$ cat src/design/fzh_pkg.sv
package fzh_pkg;

   localparam int KERNEL_GROUP_DEF = 16;
   localparam int OFFSET_BITS_DEF  = 44;

   localparam int FIELD_BITS  = 44;
   localparam int DIM_BITS    = 8;
   localparam int COUNT_BITS  = 12;
   localparam int LANE_BITS   = 6;
   localparam int DEPTH_BITS  = 7;
   localparam int EB_BITS     = 4;
   localparam int CHAN_BITS   = 18;
   localparam int NPAD_BITS   = 13;
   localparam int NPC0_BITS   = 20;
   localparam int MAX_DEPTH   = 64;

   localparam int CSR_INDEX_BITS = 3;
   localparam int CSR_DATA_BITS  = 12;

   localparam int SETTLE_CYCLES = 2;
   localparam int SETTLE_BITS   = 2;

   localparam int QUEUE_DEPTH = 4;
   localparam int PTR_BITS    = $clog2(QUEUE_DEPTH);
   localparam int CNT_BITS    = PTR_BITS + 1;

   typedef enum logic [CSR_INDEX_BITS-1:0] {
      REG_HEIGHT     = 3'd0,
      REG_WIDTH      = 3'd1,
      REG_CHANNELS   = 3'd2,
      REG_KERNELS    = 3'd3,
      REG_CUBE_DEPTH = 3'd4,
      REG_ELEM_BYTES = 3'd5
   } reg_index_type;

   typedef struct packed {
      logic [DIM_BITS-1:0]   height;
      logic [DIM_BITS-1:0]   width;
      logic [COUNT_BITS-1:0] channels;
      logic [COUNT_BITS-1:0] kernels;
      logic [DEPTH_BITS-1:0] cube_depth;
      logic [EB_BITS-1:0]    elem_bytes;
   } cfg_type;

   localparam cfg_type CFG_RESET = '{
      height:     8'd1,
      width:      8'd1,
      channels:   12'd1,
      kernels:    12'd1,
      cube_depth: 7'd16,
      elem_bytes: 4'd2
   };

   typedef struct packed {
      logic [DIM_BITS-1:0]   row;
      logic [DIM_BITS-1:0]   col;
      logic [COUNT_BITS-1:0] block;
      logic [LANE_BITS-1:0]  lane;
      logic [COUNT_BITS-1:0] kernel;
      logic [FIELD_BITS-1:0] dst_index;
      logic                  last;
   } elem_type;

   function automatic logic [DEPTH_BITS-1:0] eff_depth(input logic [DEPTH_BITS-1:0] d);
      return (d > DEPTH_BITS'(MAX_DEPTH)) ? DEPTH_BITS'(MAX_DEPTH) : d;
   endfunction

   function automatic logic sizes_ok(input cfg_type c);
      return (c.height != '0) && (c.width != '0) && (c.channels != '0) &&
             (c.kernels != '0) && (c.cube_depth != '0) && (c.elem_bytes != '0);
   endfunction

endpackage

$ cat src/design/fractal_z_to_hwcn_address_gen.sv
// Address generator for a DMA that rewrites a weight tensor from fractal-Z
// into plain HWCN. Write the sizes over csr_*, then send one item with
// req_restart high to get element zero and items with req_restart low to get
// each following element, in h, w, c, n order; rsp_last marks the final one
// and further advance items yield nothing until the next restart. A zero size
// gives an empty transfer. One item is taken every cycle while req_stall is low;
// its offsets reach rsp_* through a four-entry queue and a five-stage
// multiply pipeline. After reset and after every csr write the input stalls
// while the padded kernel stride is rebuilt.
module fractal_z_to_hwcn_address_gen #(
   parameter int KERNEL_GROUP = fzh_pkg::KERNEL_GROUP_DEF,
   parameter int OFFSET_BITS  = fzh_pkg::OFFSET_BITS_DEF
) (
   input  logic                                clock,
   input  logic                                reset,
   input  logic                                req_valid,
   output logic                                req_stall,
   input  logic                                req_restart,
   output logic                                rsp_valid,
   input  logic                                rsp_stall,
   output logic [fzh_pkg::FIELD_BITS-1:0]      rsp_src_byte_offset,
   output logic [fzh_pkg::FIELD_BITS-1:0]      rsp_dst_byte_offset,
   output logic                                rsp_last,
   input  logic                                csr_valid,
   output logic                                csr_ready,
   input  logic [fzh_pkg::CSR_INDEX_BITS-1:0]  csr_index,
   input  logic [fzh_pkg::CSR_DATA_BITS-1:0]   csr_wdata
);
   import fzh_pkg::*;

   cfg_type              cfg;
   logic [NPC0_BITS-1:0] np_c0;
   logic                 cfg_busy;
   logic                 queue_full;
   logic                 push;
   elem_type             push_item;
   logic                 pop;
   logic                 head_valid;
   elem_type             head_item;

   fzh_cfg_regs #(
      .KERNEL_GROUP(KERNEL_GROUP)
   ) u_cfg (
      .clock     (clock),
      .reset     (reset),
      .csr_valid (csr_valid),
      .csr_index (csr_index),
      .csr_wdata (csr_wdata),
      .csr_ready (csr_ready),
      .cfg       (cfg),
      .np_c0     (np_c0),
      .busy      (cfg_busy)
   );

   fzh_front u_front (
      .clock       (clock),
      .reset       (reset),
      .cfg         (cfg),
      .cfg_busy    (cfg_busy),
      .csr_pending (csr_valid),
      .queue_full  (queue_full),
      .req_valid   (req_valid),
      .req_restart (req_restart),
      .req_stall   (req_stall),
      .push        (push),
      .push_item   (push_item)
   );

   fzh_queue u_queue (
      .clock      (clock),
      .reset      (reset),
      .push       (push),
      .push_item  (push_item),
      .pop        (pop),
      .full       (queue_full),
      .head_valid (head_valid),
      .head_item  (head_item)
   );

   fzh_back #(
      .OFFSET_BITS(OFFSET_BITS)
   ) u_back (
      .clock               (clock),
      .reset               (reset),
      .cfg                 (cfg),
      .np_c0               (np_c0),
      .head_valid          (head_valid),
      .head_item           (head_item),
      .pop                 (pop),
      .rsp_valid           (rsp_valid),
      .rsp_stall           (rsp_stall),
      .rsp_src_byte_offset (rsp_src_byte_offset),
      .rsp_dst_byte_offset (rsp_dst_byte_offset),
      .rsp_last            (rsp_last)
   );

endmodule

$ cat src/design/fzh_cfg_regs.sv
module fzh_cfg_regs #(
   parameter int KERNEL_GROUP = fzh_pkg::KERNEL_GROUP_DEF
) (
   input  logic                                clock,
   input  logic                                reset,
   input  logic                                csr_valid,
   input  logic [fzh_pkg::CSR_INDEX_BITS-1:0]  csr_index,
   input  logic [fzh_pkg::CSR_DATA_BITS-1:0]   csr_wdata,
   output logic                                csr_ready,
   output fzh_pkg::cfg_type                    cfg,
   output logic [fzh_pkg::NPC0_BITS-1:0]       np_c0,
   output logic                                busy
);
   import fzh_pkg::*;

   localparam int GROUP_LOG   = $clog2(KERNEL_GROUP);
   localparam int RECIP_SHIFT = NPAD_BITS + GROUP_LOG;
   localparam int RECIP_BITS  = NPAD_BITS + 2;
   localparam int PROD_BITS   = NPAD_BITS + RECIP_BITS;
   localparam int QG_BITS     = NPAD_BITS + DEPTH_BITS;
   localparam logic [RECIP_BITS-1:0] RECIP =
      RECIP_BITS'(((2 ** RECIP_SHIFT) + KERNEL_GROUP - 1) / KERNEL_GROUP);

   cfg_type                cfg_ff, cfg_in;
   logic [SETTLE_BITS-1:0] settle_ff, settle_in;
   logic [NPAD_BITS-1:0]   npad_ff, npad_in;
   logic [NPC0_BITS-1:0]   np_c0_ff, np_c0_in;
   logic                   write;
   logic [NPAD_BITS-1:0]   padded;
   logic [PROD_BITS-1:0]   prod;
   logic [NPAD_BITS-1:0]   quot;
   logic [QG_BITS-1:0]     qg;
   logic [QG_BITS-1:0]     qg_next;

   assign csr_ready = 1'b1;
   assign write     = csr_valid & csr_ready;

   always_comb begin
      cfg_in = cfg_ff;
      if (write) begin
         case (csr_index)
            REG_HEIGHT:     cfg_in.height     = csr_wdata[DIM_BITS-1:0];
            REG_WIDTH:      cfg_in.width      = csr_wdata[DIM_BITS-1:0];
            REG_CHANNELS:   cfg_in.channels   = csr_wdata[COUNT_BITS-1:0];
            REG_KERNELS:    cfg_in.kernels    = csr_wdata[COUNT_BITS-1:0];
            REG_CUBE_DEPTH: cfg_in.cube_depth = csr_wdata[DEPTH_BITS-1:0];
            REG_ELEM_BYTES: cfg_in.elem_bytes = csr_wdata[EB_BITS-1:0];
            default:        cfg_in = cfg_ff;
         endcase
      end
   end

   always_comb begin
      if (write) begin
         settle_in = SETTLE_BITS'(SETTLE_CYCLES);
      end else if (settle_ff != '0) begin
         settle_in = settle_ff - SETTLE_BITS'(1);
      end else begin
         settle_in = settle_ff;
      end
   end

   // kernel count rounded up to the group size, by reciprocal
   assign padded  = NPAD_BITS'(cfg_ff.kernels) + NPAD_BITS'(KERNEL_GROUP - 1);
   assign prod    = PROD_BITS'(padded) * PROD_BITS'(RECIP);
   assign quot    = NPAD_BITS'(prod >> RECIP_SHIFT);
   assign qg      = QG_BITS'(quot) * QG_BITS'(KERNEL_GROUP);
   assign qg_next = qg + QG_BITS'(KERNEL_GROUP);

   always_comb begin
      if (QG_BITS'(padded) >= qg_next) begin
         npad_in = NPAD_BITS'(qg_next);
      end else begin
         npad_in = NPAD_BITS'(qg);
      end
   end

   assign np_c0_in = NPC0_BITS'(npad_ff) * NPC0_BITS'(eff_depth(cfg_ff.cube_depth));

   always_ff @(posedge clock) begin
      if (reset) begin
         cfg_ff    <= CFG_RESET;
         settle_ff <= SETTLE_BITS'(SETTLE_CYCLES);
      end else begin
         cfg_ff    <= cfg_in;
         settle_ff <= settle_in;
      end
      npad_ff  <= npad_in;
      np_c0_ff <= np_c0_in;
   end

   assign cfg   = cfg_ff;
   assign np_c0 = np_c0_ff;
   assign busy  = (settle_ff != '0);

endmodule

$ cat src/design/fzh_front.sv
module fzh_front (
   input  logic              clock,
   input  logic              reset,
   input  fzh_pkg::cfg_type  cfg,
   input  logic              cfg_busy,
   input  logic              csr_pending,
   input  logic              queue_full,
   input  logic              req_valid,
   input  logic              req_restart,
   output logic              req_stall,
   output logic              push,
   output fzh_pkg::elem_type push_item
);
   import fzh_pkg::*;

   logic [DIM_BITS-1:0]   row_ff, row_in;
   logic [DIM_BITS-1:0]   col_ff, col_in;
   logic [COUNT_BITS-1:0] block_ff, block_in;
   logic [LANE_BITS-1:0]  lane_ff, lane_in;
   logic [COUNT_BITS-1:0] kernel_ff, kernel_in;
   logic [CHAN_BITS-1:0]  chan_ff, chan_in;
   logic [FIELD_BITS-1:0] dst_ff, dst_in;
   logic                  running_ff, running_in;

   logic [DEPTH_BITS-1:0] eff;
   logic                  accept;
   logic                  go;
   logic                  ok;
   logic                  last_n;
   logic [DIM_BITS:0]     row_inc, col_inc;
   logic [COUNT_BITS:0]   kern_inc;
   logic [CHAN_BITS:0]    chan_inc;
   logic [LANE_BITS:0]    lane_inc;
   logic [CHAN_BITS:0]    chan_wrap;
   logic [CHAN_BITS-1:0]  chan_refresh;

   assign eff       = eff_depth(cfg.cube_depth);
   assign req_stall = cfg_busy | csr_pending | queue_full;
   assign accept    = req_valid & ~req_stall;
   assign go        = req_restart | running_ff;
   assign ok        = sizes_ok(cfg);

   assign row_inc   = {1'b0, row_ff} + (DIM_BITS+1)'(1);
   assign col_inc   = {1'b0, col_ff} + (DIM_BITS+1)'(1);
   assign kern_inc  = {1'b0, kernel_ff} + (COUNT_BITS+1)'(1);
   assign chan_inc  = {1'b0, chan_ff} + (CHAN_BITS+1)'(1);
   assign lane_inc  = {1'b0, lane_ff} + (LANE_BITS+1)'(1);
   assign chan_wrap = {1'b0, chan_ff} - (CHAN_BITS+1)'(lane_ff) + (CHAN_BITS+1)'(eff);
   assign chan_refresh = CHAN_BITS'(block_ff) * CHAN_BITS'(eff) + CHAN_BITS'(lane_ff);

   always_comb begin
      row_in    = row_ff;
      col_in    = col_ff;
      block_in  = block_ff;
      lane_in   = lane_ff;
      kernel_in = kernel_ff;
      chan_in   = chan_ff;
      dst_in    = dst_ff;
      if (req_restart) begin
         row_in    = '0;
         col_in    = '0;
         block_in  = '0;
         lane_in   = '0;
         kernel_in = '0;
         chan_in   = '0;
         dst_in    = '0;
      end else begin
         dst_in = dst_ff + FIELD_BITS'(1);
         if (kern_inc < {1'b0, cfg.kernels}) begin
            kernel_in = kern_inc[COUNT_BITS-1:0];
         end else begin
            kernel_in = '0;
            if (chan_inc < (CHAN_BITS+1)'(cfg.channels)) begin
               if (lane_inc >= eff) begin
                  lane_in  = '0;
                  block_in = block_ff + COUNT_BITS'(1);
                  chan_in  = chan_wrap[CHAN_BITS-1:0];
               end else begin
                  lane_in  = lane_inc[LANE_BITS-1:0];
                  chan_in  = chan_inc[CHAN_BITS-1:0];
               end
            end else begin
               lane_in  = '0;
               block_in = '0;
               chan_in  = '0;
               if (col_inc < {1'b0, cfg.width}) begin
                  col_in = col_inc[DIM_BITS-1:0];
               end else begin
                  col_in = '0;
                  if (row_inc < {1'b0, cfg.height}) begin
                     row_in = row_inc[DIM_BITS-1:0];
                  end else begin
                     row_in = '0;
                  end
               end
            end
         end
      end
   end

   assign last_n = ({1'b0, row_in} + (DIM_BITS+1)'(1) >= {1'b0, cfg.height}) &&
                   ({1'b0, col_in} + (DIM_BITS+1)'(1) >= {1'b0, cfg.width}) &&
                   ({1'b0, chan_in} + (CHAN_BITS+1)'(1) >= (CHAN_BITS+1)'(cfg.channels)) &&
                   ({1'b0, kernel_in} + (COUNT_BITS+1)'(1) >= {1'b0, cfg.kernels});

   assign running_in = ok & ~last_n;
   assign push       = accept & go & ok;

   always_comb begin
      push_item.row       = row_in;
      push_item.col       = col_in;
      push_item.block     = block_in;
      push_item.lane      = lane_in;
      push_item.kernel    = kernel_in;
      push_item.dst_index = dst_in;
      push_item.last      = last_n;
   end

   always_ff @(posedge clock) begin
      if (reset) begin
         row_ff     <= '0;
         col_ff     <= '0;
         block_ff   <= '0;
         lane_ff    <= '0;
         kernel_ff  <= '0;
         chan_ff    <= '0;
         dst_ff     <= '0;
         running_ff <= 1'b0;
      end else if (accept && go) begin
         row_ff     <= row_in;
         col_ff     <= col_in;
         block_ff   <= block_in;
         lane_ff    <= lane_in;
         kernel_ff  <= kernel_in;
         chan_ff    <= chan_in;
         dst_ff     <= dst_in;
         running_ff <= running_in;
      end else if (cfg_busy) begin
         // cube depth may have changed
         chan_ff <= chan_refresh;
      end
   end

endmodule

$ cat src/design/fzh_queue.sv
module fzh_queue (
   input  logic              clock,
   input  logic              reset,
   input  logic              push,
   input  fzh_pkg::elem_type push_item,
   input  logic              pop,
   output logic              full,
   output logic              head_valid,
   output fzh_pkg::elem_type head_item
);
   import fzh_pkg::*;

   elem_type            mem_ff [QUEUE_DEPTH];
   logic [PTR_BITS-1:0] wr_ptr_ff, wr_ptr_in;
   logic [PTR_BITS-1:0] rd_ptr_ff, rd_ptr_in;
   logic [CNT_BITS-1:0] count_ff, count_in;

   assign wr_ptr_in = push ? wr_ptr_ff + PTR_BITS'(1) : wr_ptr_ff;
   assign rd_ptr_in = pop ? rd_ptr_ff + PTR_BITS'(1) : rd_ptr_ff;

   always_comb begin
      count_in = count_ff;
      if (push && !pop) begin
         count_in = count_ff + CNT_BITS'(1);
      end else if (pop && !push) begin
         count_in = count_ff - CNT_BITS'(1);
      end
   end

   always_ff @(posedge clock) begin
      if (reset) begin
         wr_ptr_ff <= '0;
         rd_ptr_ff <= '0;
         count_ff  <= '0;
      end else begin
         wr_ptr_ff <= wr_ptr_in;
         rd_ptr_ff <= rd_ptr_in;
         count_ff  <= count_in;
      end
      if (push) begin
         mem_ff[wr_ptr_ff] <= push_item;
      end
   end

   assign full       = (count_ff == CNT_BITS'(QUEUE_DEPTH));
   assign head_valid = (count_ff != '0);
   assign head_item  = mem_ff[rd_ptr_ff];

endmodule

$ cat src/design/fzh_back.sv
module fzh_back #(
   parameter int OFFSET_BITS = fzh_pkg::OFFSET_BITS_DEF
) (
   input  logic                             clock,
   input  logic                             reset,
   input  fzh_pkg::cfg_type                 cfg,
   input  logic [fzh_pkg::NPC0_BITS-1:0]    np_c0,
   input  logic                             head_valid,
   input  fzh_pkg::elem_type                head_item,
   output logic                             pop,
   output logic                             rsp_valid,
   input  logic                             rsp_stall,
   output logic [fzh_pkg::FIELD_BITS-1:0]   rsp_src_byte_offset,
   output logic [fzh_pkg::FIELD_BITS-1:0]   rsp_dst_byte_offset,
   output logic                             rsp_last
);
   import fzh_pkg::*;

   localparam int A_BITS   = 20;
   localparam int K_BITS   = 19;
   localparam int D_BITS   = FIELD_BITS + EB_BITS;
   localparam int B_BITS   = 28;
   localparam int P_BITS   = 48;
   localparam int S_BITS   = P_BITS + EB_BITS;
   localparam int WIDE_BITS = 64;
   localparam logic [WIDE_BITS-1:0] OFF_MASK = (OFFSET_BITS >= WIDE_BITS) ?
      {WIDE_BITS{1'b1}} : ((WIDE_BITS'(1) << OFFSET_BITS) - WIDE_BITS'(1));

   logic                  adv;
   logic [DEPTH_BITS-1:0] eff;

   logic                  v1_ff, v2_ff, v3_ff, v4_ff, v5_ff, out_valid_ff;
   logic [A_BITS-1:0]     a1_ff;
   logic [K_BITS-1:0]     k1_ff, k2_ff, k3_ff;
   logic [D_BITS-1:0]     d1_ff, d2_ff, d3_ff, d4_ff, d5_ff;
   logic [DIM_BITS-1:0]   col1_ff;
   logic                  last1_ff, last2_ff, last3_ff, last4_ff, last5_ff;
   logic [B_BITS-1:0]     b2_ff;
   logic [P_BITS-1:0]     p3_ff;
   logic [P_BITS-1:0]     s4_ff;
   logic [S_BITS-1:0]     src5_ff;
   logic [FIELD_BITS-1:0] src_ff, src_in;
   logic [FIELD_BITS-1:0] dst_ff, dst_in;
   logic                  last_ff;
   logic [WIDE_BITS-1:0]  src_wide, dst_wide;

   assign eff = eff_depth(cfg.cube_depth);
   assign adv = ~out_valid_ff | ~rsp_stall;
   assign pop = adv & head_valid;

   assign src_wide = WIDE_BITS'(src5_ff) & OFF_MASK;
   assign dst_wide = WIDE_BITS'(d5_ff) & OFF_MASK;
   assign src_in   = src_wide[FIELD_BITS-1:0];
   assign dst_in   = dst_wide[FIELD_BITS-1:0];

   always_ff @(posedge clock) begin
      if (reset) begin
         v1_ff        <= 1'b0;
         v2_ff        <= 1'b0;
         v3_ff        <= 1'b0;
         v4_ff        <= 1'b0;
         v5_ff        <= 1'b0;
         out_valid_ff <= 1'b0;
      end else if (adv) begin
         v1_ff        <= head_valid;
         v2_ff        <= v1_ff;
         v3_ff        <= v2_ff;
         v4_ff        <= v3_ff;
         v5_ff        <= v4_ff;
         out_valid_ff <= v5_ff;
      end
   end

   always_ff @(posedge clock) begin
      if (adv) begin
         // block row: c1*H + h, lane part: n*C0 + c0
         a1_ff    <= A_BITS'(head_item.block) * A_BITS'(cfg.height) +
                     A_BITS'(head_item.row);
         k1_ff    <= K_BITS'(head_item.kernel) * K_BITS'(eff) + K_BITS'(head_item.lane);
         d1_ff    <= D_BITS'(head_item.dst_index) * D_BITS'(cfg.elem_bytes);
         col1_ff  <= head_item.col;
         last1_ff <= head_item.last;

         b2_ff    <= B_BITS'(a1_ff) * B_BITS'(cfg.width) + B_BITS'(col1_ff);
         k2_ff    <= k1_ff;
         d2_ff    <= d1_ff;
         last2_ff <= last1_ff;

         p3_ff    <= P_BITS'(b2_ff) * P_BITS'(np_c0);
         k3_ff    <= k2_ff;
         d3_ff    <= d2_ff;
         last3_ff <= last2_ff;

         s4_ff    <= p3_ff + P_BITS'(k3_ff);
         d4_ff    <= d3_ff;
         last4_ff <= last3_ff;

         src5_ff  <= S_BITS'(s4_ff) * S_BITS'(cfg.elem_bytes);
         d5_ff    <= d4_ff;
         last5_ff <= last4_ff;

         src_ff   <= src_in;
         dst_ff   <= dst_in;
         last_ff  <= last5_ff;
      end
   end

   assign rsp_valid           = out_valid_ff;
   assign rsp_src_byte_offset = src_ff;
   assign rsp_dst_byte_offset = dst_ff;
   assign rsp_last            = last_ff;

endmodule

$ cat config.mk
export PLATFORM = sky130hd
export DESIGN_NAME = fractal_z_to_hwcn_address_gen
export DESIGN_NICKNAME = d
export VERILOG_FILES = /design/src/design/fzh_pkg.sv /design/src/design/fractal_z_to_hwcn_address_gen.sv /design/src/design/fzh_cfg_regs.sv /design/src/design/fzh_front.sv /design/src/design/fzh_queue.sv /design/src/design/fzh_back.sv
export SDC_FILE = /design/constraint.sdc
export NUM_CORES = 2
export LEC_CHECK = 0
export BUFFER_PORTS_ARGS = -buffer_cell sky130_fd_sc_hd__clkbuf_2
export CORE_UTILIZATION = 30
export DETAILED_ROUTE_END_ITERATION = 7
export MAX_ROUTING_LAYER = met4
export PLACE_DENSITY = 0.52
export SETUP_SLACK_MARGIN = 0.1
export SLEW_MARGIN = 20
export SYNTH_ARGS = -nofsm -noshare
export SYNTH_HDL_FRONTEND = slang
export SYNTH_SLANG_ARGS = --single-unit
$ cat constraint.sdc
create_clock -name clock -period 23 [get_ports clock]
set_input_delay 6.9 -clock clock [delete_from_list [all_inputs] [get_ports clock]]
set_output_delay 6.9 -clock clock [all_outputs]
set_load 0.02 [all_outputs]
* Word level (Yosys, flattened, before mapping)
Memories as Yosys holds them, arrays and structs flattened. A register that Yosys moved wholly into a read port is not among the register bits.
Cells that the tools add are included.
W data, S select, Z words.
** Word-level totals
- Flip-flop bits (word level) :: 775
- RAM bits :: 364
- Output and inout bits :: 92
- Word-level logic and storage cells :: 178
- Memories :: 1
** Memories
- u_queue.mem_ff :: depth 4, bits a word 91, read ports 1, clocked after Yosys merged registers in 1, write ports 1, RTL line fzh_queue.sv:13 : elem_type mem_ff [QUEUE_DEPTH];
** Cells by class
- $add $sub $neg :: 25
- Multiply operators :: 8
- Magnitude comparators :: 11
- Eq/ne operators :: 6
- Muxes and demuxes :: 34
- Bitwise gates (word level) :: 13
- Reduce and logical (&&, ||, !) cells :: 31
** Operators with widths (count)
- $mux W18 :: 6
- $mux W12 :: 6
- $mux W8 :: 9
- $add A48 B19 Y48 :: 1
- $mul A28 B20 Y48 :: 1
- $mul A48 B4 Y44 :: 1
- $add A44 B1 Y44 const B :: 1
- $mul A44 B4 Y44 :: 1
- $mux W44 :: 1
- $add A18 B1 Y19 const B :: 2
- $add A8 B1 Y9 const B :: 4
- $add A28 B8 Y28 :: 1
- $mul A20 B8 Y28 :: 1
- $add A12 B1 Y13 const B :: 2
- $mux W6 :: 4
- $reduce_bool A12 Y1 :: 2
- $add A20 B8 Y20 :: 1
- $ge A13 B20 Y1 :: 1
- $mul A12 B8 Y20 :: 1
- $mul A13 B7 Y20 :: 1
- $add A19 B6 Y19 :: 1
- $ge A19 B12 Y1 :: 1
- $lt A19 B12 Y1 :: 1
- $mul A12 B7 Y19 :: 1
- other kinds (39) :: 77

* Longest topological paths before layout
- Depth after elaboration :: 14
- Gate-level depth with buffers :: 28
- Gate-level depth less buffers :: 27

* Hierarchy
Synthesis repeated with hierarchy kept, for this count alone.
** Unflattened totals
- Cell total of the unflattened synthesis :: 8412
- Area total of the unflattened synthesis :: 89479.6 um2
** By module, submodules not included
- fzh_back :: instances 1, cells each 5405, area each 56902.1 um2, sequential area each 16906.2 um2
- fzh_front :: instances 1, cells each 1891, area each 13758.2 um2, sequential area each 2182.1 um2
- fzh_queue :: instances 1, cells each 519, area each 13650.6 um2, sequential area each 11110.7 um2
- fzh_cfg_regs :: instances 1, cells each 597, area each 5168.7 um2, sequential area each 1561.5 um2

* Least setup slack after synthesis
No wires, ideal clock.
- Path kind :: input port to flip-flop
- Start point :: input port rsp_stall
- End point :: register u_queue.count_ff[2]
- Setup time :: 70 ps
- Data arrival time :: 22112 ps
- Data required time :: 22930 ps
- Slack :: 818 ps
- Cell stages on the path :: 8
- Cells stage by stage :: nand2_1 > o31ai_1 > ha_1 > inv_1 > fa_1 > xor2_1 > or3_1 > a21oi_1
** Between the ends
- Word-level cells in the longest chain between the ends :: 6
- Elaborated cells on any way between the ends :: 8
- Classes of those cells :: mux: 1; bitwise: 3; reduce/logical: 4
** RTL lines
- start: declaration :: RTL line fractal_z_to_hwcn_address_gen.sv:20 : input logic rsp_stall,
- $not A1 Y1 (*) :: RTL line fzh_back.sv:48 : assign adv = ~out_valid_ff | ~rsp_stall;
- $or A1 B1 Y1 (*) :: RTL line fzh_back.sv:48
- $and A1 B1 Y1 (*) :: RTL line fzh_back.sv:49 : assign pop = adv & head_valid;
- $logic_not A1 Y1 :: RTL line fzh_queue.sv:23 : if (push && !pop) begin
- $logic_and A1 B1 Y1 :: RTL line fzh_queue.sv:23
- $mux W3 / $reduce_bool A2 Y1 (equally long branches)
- end signal: assignment :: RTL line fzh_queue.sv:38 : count_ff <= count_in;
- end: declaration :: RTL line fzh_queue.sv:16 : logic [CNT_BITS-1:0] count_ff, count_in;
Every way passes the cells marked *; elsewhere a longest branch is shown, timed or not.
A chain may end at the register's enable or synchronous reset.

* Worst setup path in the final report
- Start point :: input port csr_valid
- End point :: output port req_stall
** Between the ends
- Word-level cells in the longest chain between the ends :: 2
** RTL lines
- start: declaration :: RTL line fractal_z_to_hwcn_address_gen.sv:24 : input logic csr_valid,
- $or A1 B1 Y1 (2 in a row) :: RTL line fzh_front.sv:38 : assign req_stall = cfg_busy | csr_pending | queue_full;
- end: declaration :: RTL line fractal_z_to_hwcn_address_gen.sv:17 : output logic req_stall,
No other way between the ends.

==> flow_summary.toml <==
[logic_synthesis]
yosys-top-cells-count = "nand2_1 (1192), inv_1 (1108), edfxtp_1 (919)"
synth-simple-area-share = 0.142
ys_top_cells_by_area = "edfxtp_1 (32%), fa_1 (20%), ha_1 (9.4%)"
yosysWarningCount = 0
yosysSeqAreaShare = 0.372
syn-num-nets = 9431
synth-edff-count = 919
synthXorXnorAreaFrac = 0.0377
synth-seq-cells = 1121
synth_area_um2 = 85100
synth_fa_ha_area_frac = 0.296
yosysUniqueCellTypes = 102
synthArstFlopShare = 0
synth_flop_cell = "edfxtp_1"
synth_compound_area_frac = 0.0648
synthCells = 7914
synth_top_area_cell = "edfxtp_1"
avgSynthCellArea_um2 = 10.8
synth_most_common_cell = "nand2_1"
synth_mux_area_frac = 0.0270
synth_top_family_by_area = "adder cells"
synth.top_cell.area_share = 0.324

[global_routing]
grt_overflow_total = 0
grt_pass1_wl_mm = 316
busiest_layer = "met2"
gr-usage-met1 = 0.194
grt_use_total = 0.142
antenna_found_initial = 5
grt_max_degree = 179
use_met2 = 0.222
grt_pass1_vias = 57500
use_met3 = 0.0172

[finish]
fin_util = 0.333
nets = 9439
seq_area_um2 = 31700
final_layout_size_suffix_gt1_frac = 0.0673
fin_cells = 11800
multiInputGateArea_um2 = 48300
fillerInstances = 28300
area_delta_synth_final_pct = 10.5

[timing]
rsz0062_at_grt = "no"
slew_viol_final = 0
fmax_mhz = 69.8
finalHoldViolations = 0
setup_viol = 0
period_minus_slack_ns = 14.32
finClkSkew_ns = 0.0924
min_period_over_period = 0.623
fin_tns_setup_ns = 0
max_slew_margin = 0.231
tightest_slew_ns = 1.15

[run_status]
status = "completed"

[pwr]
power.total_mw = 7.18
p_leak_nw = 39.7
peakVddDrop_mv = 0.0676
p_per_area_nw_per_um2 = 76.3

[worst_hold_path]
hold_path.class = "reg2reg"
min_path_cells = 0
min_to = "u_back.d3_ff[1]$_DFFE_PP_"
min_from = "u_back.d2_ff[1]$_DFFE_PP_"

[drt]
via_per_inst = 4.69
wirelength_mm = 197
vias = 55200
drtAntennaViolNets = 0
first_iter_violations = 3283
wl_per_cell_um = 16.8
dr.pass1.iters = 7
drc_errors = 0

[floorplan]
fp.dieH_um = 535
start_util = 0.302
io_pins = 113
rows = 195
fp.dieW_um = 535
die_area_um2 = 286000
coreArea_um2 = 282000

[clocking]
h-tree-depth = 3
root_buffer = "clkbuf_16"
cts.repair.resized = 0
clk_latency_ns = 0.81
cts_buffers = 119
clock_path_buffers = 3
clk_pin_slew_ns = 0.06
postCtsHoldBufs = 0
postCtsSetupBuffers = 0
cts_sinks = 1121
cts_tree = "yes"

[critical_path]
rr_endpoint = "u_back.p3_ff[42]$_DFFE_PP_"
worstPathMaxFanout = 8
setup.worst_path.start_class = "input pin"
crit_type = "in2out"
crit-reg2reg-launch = "u_back.b2_ff[10]$_DFFE_PP_"
cp.required_ns = 16.10
crit_arrival_ns = 7.42
ff2ff_path_depth = 23
rrSetupSlack_ns = 15.13
crit_path_end_kind = "output pin"

[place]
portBuffers = 111
gp_congestion = 0.863
dp_cells = 11500
dp_hpwl_mm = 143

[job]
cap_viol_max_count = 0
==> per-stage QoR <==
stage	cell area, µm²	setup slack, ns	hold slack, ns
after floorplan	85100	0.818	0.400
after global placement	89800	8.69	0.401
after detailed placement	89800	8.66	0.405
after CTS	94100	8.66	0.371
after global routing	94100	8.64	0.389
final	94100	8.68	0.370
==> flip-flops by register name (all words and copies together) (netlist names), 40 cells and up, named ones only <==
register,flops
u_back.d3_ff,44
u_queue.mem_ff,364
u_back.d4_ff,44
u_back.d1_ff,44
u_back.p3_ff,40
u_back.rsp_src_byte_offset,44
u_cfg.cfg,51
u_back.s4_ff,44
u_back.d2_ff,44
u_back.d5_ff,44
u_front.dst_ff,44
u_back.rsp_dst_byte_offset,44
u_back.src5_ff,44
==> where the power goes <==
part           internal, mW  switching [mW]
clock                  1.20           0.848
combinational         0.838            1.20
sequential             2.78           0.327
total                  4.81            2.37
==> routing by layer <==
metal	wire (µm)	share of wire	up-vias
li1	-	-	26200
met1	95600	0.48	27700
met2	88800	0.45	1115
met3	8740	0.044	244
met4	4170	0.021	0
met5	0	0	-
==> cell families after synthesis <==
group | count (synthesis)
compound gates | 877
xor+xnor | 365
fa+ha+maj | 1499
buf+inv | 1388
flops | 1121
mux | 121
other cells | 1
simple gates | 2542
==> placed cells by master, fill, tap and decap left out, types with 123 or more instances in the layout <==
master and count:
nand2_1 1191, ha_1 642, nor2_1 306, inv_1 1108
o21ai_0 151, a21oi_1 357, dfxtp_1 188, fa_1 854
edfxtp_1 919, and2_1 523, nand3_1 123, xnor2_1 247
==> how the worst max path moves through the flow <==
stage,startpoint,endpoint,slack [ns],cells past startpoint
detailed placement,csr_valid,req_stall,8.66,3
floorplan,rsp_stall,u_queue.count_ff[2]$_SDFFE_PP0P_,0.82,8
finish,csr_valid,req_stall,8.68,3
CTS,csr_valid,req_stall,8.66,3
global placement,csr_valid,req_stall,8.69,3
global route,csr_valid,req_stall,8.64,3
==> layout make-up <==
class / count / area share
timing repair buffer: 166 / 0.0107
tap: 3743 / 0.0498
clock buffer: 160 / 0.0358
inverter: 1109 / 0.0442
antenna: 2 / 0.0000532
multi-input combinational: 5405 / 0.513
sequential: 1121 / 0.336
clock inverter: 68 / 0.00964
==> worst max-delay path: stages <==
cell and delay, ns:
clkbuf_2 0.16, nand3b_1 0.19, clkbuf_2 0.17
No activity file was read; power rests on OpenSTA's default activity.
